### src/design/assert_macros.svh
// Assertion helpers shared by the RTL; clocked on i_clk, off while i_rst_n is low.
`ifndef ASSERT_MACROS_SVH
`define ASSERT_MACROS_SVH

// Property that must hold at every clock edge.
`define HSC_ASSERT(lbl, expr, msg) \
    lbl: assert property (@(posedge i_clk) disable iff (!i_rst_n) (expr)) else $error(msg);

// Antecedent this cycle implies consequent next cycle.
`define HSC_ASSERT_NEXT(lbl, ante, cons, msg) \
    lbl: assert property (@(posedge i_clk) disable iff (!i_rst_n) (ante) |=> (cons)) \
        else $error(msg);

`endif

### src/design/hsc_pkg.sv
`default_nettype none

package hsc_pkg;

    localparam int CAPACITY    = 64;
    localparam int DATA_WIDTH  = 32;
    localparam int COUNT_W     = 12;
    localparam int IDX_W       = $clog2(CAPACITY + 1);
    localparam int ADDR_W      = $clog2(CAPACITY);
    localparam int IN_TDATA_W  = ((DATA_WIDTH + 7) / 8) * 8;
    localparam int OUT_TDATA_W = ((DATA_WIDTH + COUNT_W + 7) / 8) * 8;

    localparam logic [COUNT_W-1:0] COUNT_MAX = '1;

    typedef enum logic [8:0] {
        ST_LOAD  = 9'b000000001,
        ST_B_RD  = 9'b000000010,
        ST_B_V   = 9'b000000100,
        ST_X_RD  = 9'b000001000,
        ST_X_SW  = 9'b000010000,
        ST_S_RD  = 9'b000100000,
        ST_S_CMP = 9'b001000000,
        ST_O_RD  = 9'b010000000,
        ST_O_LD  = 9'b100000000
    } t_state;

    // one-based heap index to zero-based memory address
    function automatic logic [ADDR_W-1:0] idx_addr(input logic [IDX_W-1:0] idx);
        logic [IDX_W-1:0] t;
        t = idx - 1'b1;
        return t[ADDR_W-1:0];
    endfunction

endpackage

`default_nettype wire

### src/design/heap_sort_with_call_count.sv
// Load: one item per cycle into the heap memory; the set closes on tlast or at capacity.
// Sort: a sift level reads both children (S_RD), then compares and writes the node (S_CMP); build
//   nodes are read first (B_RD, B_V), extractions swap root and last (X_RD, X_SW); input held off.
// Output: each result is read from the memory's registered read port (O_RD) and loaded (O_LD)
//   into the output register once the previous result has been taken.
// Reset (synchronous, active low) clears control, counters and the output valid only.
`default_nettype none

module heap_sort_with_call_count (
    input  wire                              i_clk,
    input  wire                              i_rst_n,
    input  wire                              i_s_axis_tvalid,
    output logic                             o_s_axis_tready,
    input  wire  [hsc_pkg::IN_TDATA_W-1:0]   i_s_axis_tdata,  // [31:0] value
    input  wire                              i_s_axis_tlast,
    output logic                             o_m_axis_tvalid,
    input  wire                              i_m_axis_tready,
    output logic [hsc_pkg::OUT_TDATA_W-1:0]  o_m_axis_tdata,  // [31:0] value_res, [43:32] call_count
    output logic                             o_m_axis_tlast
);

`include "assert_macros.svh"

    localparam int DW = hsc_pkg::DATA_WIDTH;
    localparam int IW = hsc_pkg::IDX_W;
    localparam int AW = hsc_pkg::ADDR_W;
    localparam int CW = hsc_pkg::COUNT_W;

    logic [DW-1:0] r_mem [hsc_pkg::CAPACITY];

    hsc_pkg::t_state r_state, n_state;

    logic [IW-1:0]        r_cnt, r_size, r_i, r_node;
    logic [AW-1:0]        r_k;
    logic                 r_build;
    logic signed [DW-1:0] r_v, r_rd_a, r_rd_b;
    logic [CW-1:0]        r_calls;
    logic                 r_ovalid, r_olast;
    logic [DW-1:0]        r_odata;
    logic [CW-1:0]        r_ocount;

    logic          s_acc, o_acc;
    logic [IW-1:0] cnt_inc;
    logic [IW:0]   left, right, left_m1;
    logic          l_gt, r_gt;
    logic signed [DW-1:0] big_val;
    logic          out_last;

    logic          w_en;
    logic [AW-1:0] w_addr, a_addr, b_addr;
    logic [DW-1:0] w_data;

    assign o_s_axis_tready = (r_state == hsc_pkg::ST_LOAD);
    assign s_acc           = i_s_axis_tvalid && o_s_axis_tready;
    assign o_acc           = r_ovalid && i_m_axis_tready;
    assign o_m_axis_tvalid = r_ovalid;
    assign o_m_axis_tlast  = r_olast;
    assign o_m_axis_tdata  = hsc_pkg::OUT_TDATA_W'({r_ocount, r_odata});

    assign cnt_inc = r_cnt + 1'b1;
    assign left    = {r_node, 1'b0};
    assign right   = left + 1'b1;
    assign left_m1 = left - 1'b1;

    // child compare: left first, right must beat the larger of node and left
    always_comb begin
        l_gt    = (left <= {1'b0, r_size}) && (r_rd_a > r_v);
        big_val = l_gt ? r_rd_a : r_v;
        r_gt    = (right <= {1'b0, r_size}) && (r_rd_b > big_val);
    end

    assign out_last = ({1'b0, r_k} + 1'b1) == r_cnt;

    // memory port control
    always_comb begin
        w_en   = 1'b0;
        w_addr = r_cnt[AW-1:0];
        w_data = i_s_axis_tdata[DW-1:0];
        a_addr = r_k;
        b_addr = '0;
        case (r_state)
            hsc_pkg::ST_LOAD: begin
                w_en = s_acc;
            end
            hsc_pkg::ST_B_RD: begin
                a_addr = hsc_pkg::idx_addr(r_i);
            end
            hsc_pkg::ST_X_RD: begin
                a_addr = '0;
                b_addr = hsc_pkg::idx_addr(r_size);
            end
            hsc_pkg::ST_X_SW: begin
                w_en   = 1'b1;
                w_addr = hsc_pkg::idx_addr(r_size);
                w_data = r_rd_a;
            end
            hsc_pkg::ST_S_RD: begin
                a_addr = left_m1[AW-1:0];
                b_addr = left[AW-1:0];
            end
            hsc_pkg::ST_S_CMP: begin
                w_en   = 1'b1;
                w_addr = hsc_pkg::idx_addr(r_node);
                w_data = r_gt ? r_rd_b : (l_gt ? r_rd_a : r_v);
            end
            default: begin
                a_addr = r_k;
            end
        endcase
    end

    always_ff @(posedge i_clk) begin
        if (w_en) begin
            r_mem[w_addr] <= w_data;
        end
        r_rd_a <= r_mem[a_addr];
        r_rd_b <= r_mem[b_addr];
    end

    always_comb begin
        n_state = r_state;
        case (r_state)
            hsc_pkg::ST_LOAD: begin
                if (s_acc && (i_s_axis_tlast || r_cnt == IW'(hsc_pkg::CAPACITY - 1))) begin
                    n_state = hsc_pkg::ST_B_RD;
                end
            end
            hsc_pkg::ST_B_RD: begin
                n_state = (r_i == '0) ? hsc_pkg::ST_X_RD : hsc_pkg::ST_B_V;
            end
            hsc_pkg::ST_B_V:  n_state = hsc_pkg::ST_S_RD;
            hsc_pkg::ST_X_RD: begin
                n_state = (r_size == '0) ? hsc_pkg::ST_O_RD : hsc_pkg::ST_X_SW;
            end
            hsc_pkg::ST_X_SW: begin
                n_state = (r_size == IW'(1)) ? hsc_pkg::ST_X_RD : hsc_pkg::ST_S_RD;
            end
            hsc_pkg::ST_S_RD: n_state = hsc_pkg::ST_S_CMP;
            hsc_pkg::ST_S_CMP: begin
                if (l_gt || r_gt) begin
                    n_state = hsc_pkg::ST_S_RD;
                end else begin
                    n_state = r_build ? hsc_pkg::ST_B_RD : hsc_pkg::ST_X_RD;
                end
            end
            hsc_pkg::ST_O_RD: n_state = hsc_pkg::ST_O_LD;
            hsc_pkg::ST_O_LD: begin
                if (!r_ovalid || o_acc) begin
                    n_state = out_last ? hsc_pkg::ST_LOAD : hsc_pkg::ST_O_RD;
                end
            end
            default: n_state = hsc_pkg::ST_LOAD;
        endcase
    end

    always_ff @(posedge i_clk) begin
        if (!i_rst_n) begin
            r_state  <= hsc_pkg::ST_LOAD;
            r_cnt    <= '0;
            r_calls  <= '0;
            r_ovalid <= 1'b0;
            r_build  <= 1'b0;
        end else begin
            r_state <= n_state;
            if (o_acc && r_state != hsc_pkg::ST_O_LD) begin
                r_ovalid <= 1'b0;
            end
            case (r_state)
                hsc_pkg::ST_LOAD: begin
                    if (s_acc) begin
                        r_cnt  <= cnt_inc;
                        r_size <= cnt_inc;
                        r_i    <= cnt_inc >> 1;
                        r_calls <= '0;
                        r_k    <= '0;
                    end
                end
                hsc_pkg::ST_B_V: begin
                    r_v     <= r_rd_a;
                    r_node  <= r_i;
                    r_build <= 1'b1;
                end
                hsc_pkg::ST_X_SW: begin
                    r_v     <= r_rd_b;
                    r_node  <= IW'(1);
                    r_size  <= r_size - 1'b1;
                    r_build <= 1'b0;
                end
                hsc_pkg::ST_S_CMP: begin
                    if (r_calls != hsc_pkg::COUNT_MAX) begin
                        r_calls <= r_calls + 1'b1;
                    end
                    if (r_gt) begin
                        r_node <= right[IW-1:0];
                    end else if (l_gt) begin
                        r_node <= left[IW-1:0];
                    end else if (r_build) begin
                        r_i <= r_i - 1'b1;
                    end
                end
                hsc_pkg::ST_O_LD: begin
                    if (!r_ovalid || o_acc) begin
                        r_ovalid <= 1'b1;
                        r_odata  <= r_rd_a;
                        r_olast  <= out_last;
                        r_ocount <= out_last ? r_calls : '0;
                        if (out_last) begin
                            r_cnt <= '0;
                        end else begin
                            r_k <= r_k + 1'b1;
                        end
                    end
                end
                default: begin
                    r_cnt <= r_cnt;
                end
            endcase
        end
    end

    `HSC_ASSERT(a_node_in_heap,
        r_state != hsc_pkg::ST_S_CMP || (r_node != '0 && r_node <= r_size),
        "sift node outside heap")
    `HSC_ASSERT(a_swap_nonempty, r_state != hsc_pkg::ST_X_SW || r_size != '0,
        "swap on empty heap")
    `HSC_ASSERT_NEXT(a_count_step, r_state == hsc_pkg::ST_S_CMP,
        r_calls == $past(r_calls) + 1'b1 || r_calls == hsc_pkg::COUNT_MAX,
        "sift step not counted")
    `HSC_ASSERT(a_count_only_last, !r_ovalid || r_olast || r_ocount == '0,
        "count on non-final item")

endmodule

`default_nettype wire

### config.mk
export PLATFORM = sky130hd
export DESIGN_NAME = heap_sort_with_call_count
export DESIGN_NICKNAME = d
export VERILOG_FILES = /design/src/design/hsc_pkg.sv /design/src/design/heap_sort_with_call_count.sv
export VERILOG_INCLUDE_DIRS = /design/src /design/src/design
export SDC_FILE = /design/constraint.sdc
export NUM_CORES = 2
export LEC_CHECK = 0
export BUFFER_PORTS_ARGS = -buffer_cell sky130_fd_sc_hd__buf_2
export CAP_MARGIN = 10
export CORE_MARGIN = 1
export CORE_UTILIZATION = 55
export CTS_BUF_LIST = sky130_fd_sc_hd__clkbuf_16
export CTS_CLUSTER_SIZE = 8
export DETAILED_ROUTE_END_ITERATION = 8
export PLACE_DENSITY_LB_ADDON = 0.25
export SYNTH_ARGS = -nofsm -noshare
export SYNTH_HDL_FRONTEND = slang
export SYNTH_SLANG_ARGS = --single-unit
export TNS_END_PERCENT = 100
### constraint.sdc
create_clock -name i_clk -period 9.47 [get_ports i_clk]
set_input_delay 0 -clock i_clk [delete_from_list [all_inputs] [get_ports i_clk]]
set_output_delay 0 -clock i_clk [all_outputs]
set_load 0.03 [all_outputs]
==> results.tsv <==
stage	metric	value	unit
run_status	outcome	finished, violations left	
run_status	failing checks	DRC	
placement	dpl ws	1.29	ns
power	power consumption	0.0266	W
power	Sw Ratio	29.3	%
yosys	yosys warns	0	
global_route	grt total ovfl	0	
clock_network	worst skew pair latency	0.97	ns
global_route	vias in the first global route	73900	
drt	drt drc	7	
final_layout	layout cells sized above 1	17.1	%
drt	Post-DRT Antenna Nets	0	
clock_network	maximum clock path buffer count	4	
timing	Final Skew	0.0579	ns
worst_setup_path	Crit. End Element	register	
yosys	Mapped Area	106000	sq um
worst_setup_path	CP arrival	8.87	ns
die	Starting Density	55.5	%
die	die area	194000	sq um
placement	IO buf count	83	
placement	gpl congestion	0.983	
power	clock network power share	38.9	%
final_layout	Core Util, Final	62.6	%
power	static leakage	39.8	nW
flow_run	max-cap viol count	0	
clock_network	CTS Root Cell	clkbuf_16	
timing	Final Cycle Share	87.4	%
yosys	Avg Inst Size Synth	13.7	sq um
die	Core Rows	160	
die	Die Y	441	um
clock_network	CTS clk-pin slew, worst paths	0.05	ns
timing	final worst slack	1.20	ns
timing	worst hold slack	0.0956	ns
clock_network	CTS tree	yes	
clock_network	H-tree levels	5	
power	Sequential Power Share	42.8	%
drt	via count	77200	
global_route	largest net degree at the start of global routing	141	
final_layout	commonest cells after routing, fill and taps aside	2,152 x edfxtp_1, 1,750 x nand2_1, 512 x mux4_2, 424 x nand3_1, 337 x clkbuf_16	
yosys	sequential-to-total area share from yosys stat	62.8	%
timing	actual slew at the worst max-slew pin	1.23	ns
timing	final setup TNS	0	ns
power	Power Internal	0.0188	W
worst_setup_path	CP max FO	64	
power	Pwr Density	223	nW/um^2
worst_setup_path	Worst Path Required	10.07	ns
final_layout	commonest non-fill, non-tap cell in the layout	edfxtp_1	
placement	placed wire-length estimate	205	mm
yosys	main flop type after synthesis	edfxtp_1	
timing	Slew Limit Fails	0	
die	core area	191000	sq um
yosys	Yosys reg bits	2246	
yosys	Syn Inst Count	7740	
clock_network	postcts setup bufs	0	
timing	final setup violation count	0	
final_layout	Layout area overhead	12.6	%
die	die width	441	um
die	I/O pins	88	
worst_setup_path	crit start category	register	
clock_network	total CTS buffers	331	
timing	normalized max-slew margin	17.6	%
final_layout	Final nets	7934	
clock_network	post-cts sizing count	0	
timing	Fin. Hold Viols	0	
drt	First DRT Iteration DRCs	15100	
timing	RSZ-0062 raised after global routing	no	
worst_setup_path	CP Class	register to register	
drt	Vias/cell	7.39	
power	Peak VDD IR	208	uV
drt	TritonRoute pass-1 iters	9	
power	Comb pwr share	18.3	%
yosys	FFs w/ async S/R, synth	0	%
global_route	global-route wire length before repair	524	mm
timing	fmax	0.121	GHz
power	Psw	0.00779	W
timing	minimum period implied by the final worst setup slack	8.27	ns
yosys	synth unique cells	75	
yosys	number of flops mapped to enable cells by yosys	2152	
global_route	Tot GR Track Use	38.1	%
clock_network	CTS Sinks	2246	
drt	WL/cell	35.8	um
drt	WL final	373	mm
worst_hold_path	min-delay worst type	input pin to register	
global_route	initial antenna violation count	15	
-- layer usage --
metal,vias to the layer above,routed length (um),GRT usage [%]
li1,30400,-,-
met1,37700,125000,49.5
met2,7463,157000,54.2
met3,1550,63100,13.7
met4,16,28000,24.4
met5,-,101,0
-- cell usage after synthesis (23+ instances only) --
library cell | n | area share (%)
buf_2 | 157 | 0.74
ha_1 | 79 | 0.93
nor2_1 | 182 | 0.65
a32oi_1 | 129 | 1.1
o21ai_0 | 65 | 0.31
nand3_1 | 424 | 2.0
a222oi_1 | 32 | 0.30
or3b_1 | 25 | 0.21
a21oi_1 | 204 | 0.96
edfxtp_1 | 2152 | 61
dfxtp_1 | 94 | 1.8
nor3_1 | 33 | 0.16
a22oi_1 | 295 | 2.1
nand2_1 | 1751 | 6.2
a211oi_1 | 64 | 0.45
clkbuf_1 | 345 | 1.2
inv_1 | 52 | 0.18
a311o_1 | 26 | 0.25
a221oi_2 | 23 | 0.33
and2_1 | 30 | 0.18
mux4_2 | 512 | 11
a32o_1 | 50 | 0.47
nor4_1 | 36 | 0.21
o311ai_1 | 26 | 0.22
nand3b_1 | 26 | 0.18
a221oi_1 | 38 | 0.31
o31ai_1 | 35 | 0.25
o22ai_1 | 47 | 0.28
a31oi_1 | 30 | 0.18
buf_1 | 69 | 0.24
a211o_1 | 27 | 0.22
mux2i_1 | 309 | 2.9
and3_1 | 167 | 0.99
-- flip-flops by register name, indices dropped and copies added, names as in the netlist, 9 cells and up --
name,flops
r_calls,12
r_mem,2048
r_ocount,12
r_odata,32
r_rd_a,32
r_rd_b,32
r_state,9
r_v,32
-- metrics by stage --
step	cells	area, sq um
CTS	10400	119000
detailed placement	9980	110000
floorplan	7743	106000
global placement	9979	110000
global route	10400	119000
finish	10400	119000
-- path summary, 6_finish.rpt --
check	startpoint	end	slack, ns	cells after the start
min reg2reg	r_rd_a[0]$_DFF_P_	r_odata[0]$_DFFE_PP_	0.51	0
max reg2reg	r_node[3]$_DFFE_PP_	r_mem[58][20]$_DFFE_PP_	1.20	21
min	i_rst_n	r_calls[0]$_SDFFE_PN0P_	0.1	3
max	r_node[3]$_DFFE_PP_	r_mem[58][20]$_DFFE_PP_	1.20	21
-- power by group through the flow --
stage | Sequential [W] | Clock [W] | Combinational, W
after floorplan | 0.0114 | 0 | 0.00282
after global placement | 0.0115 | 0 | 0.00454
after detailed placement | 0.0115 | 0 | 0.00458
after CTS | 0.0113 | 0.0104 | 0.00462
after global routing | 0.0114 | 0.0108 | 0.00500
final | 0.0114 | 0.0103 | 0.00486
-- final cells by class --
| cell class | count | area, sq um |
|---|---|---|
| tap | 2511 | 3140 |
| clock buffer | 336 | 8410 |
| clock inverter | 99 | 413 |
| sequential | 2246 | 66500 |
| inverter | 52 | 195 |
| timing repair buffer | 328 | 2590 |
| antenna | 8 | 20.0 |
| multi-input combinational | 4859 | 37900 |
| fill | 13700 | 71400 |
-- timing repair --
action	in CTS	in global routing
endpoints found under the setup margin	0	0
hold endpoints to repair	252	0
hold buffers	12	0
-- cells by family after synthesis --
family | count (synthesis) | share of synthesized area, %
xor gates and xnor gates | 37 | 0.306
adders and majority gates | 79 | 0.934
muxes | 824 | 13.8
and+or+nand+nor | 2752 | 11.3
other | 1 | 0.00354
AOI/OAI and AO/OA | 1163 | 8.27
DFF | 2246 | 62.8
buffers and inverters | 638 | 2.50
-- critical path: stages, from the launching register on --
cell	delay [ns]
edfxtp_1	0.55
ha_1	0.35
nand3_1	0.12
or4b_2	0.68
o22ai_1	0.27
o31a_1	0.20
nand2_1	0.08
mux2i_4	0.74
buf_4	0.36
buf_4	0.27
mux2i_1	0.40
ha_1	0.32
and4_1	0.22
a221oi_1	0.35
nor3_1	0.08
nor4b_1	0.39
mux2_4	0.47
and2_1	0.69
buf_4	0.34
a222oi_1	0.13
o31ai_4	0.11
buf_4	0.62
(Power assumes the default switching activity.)
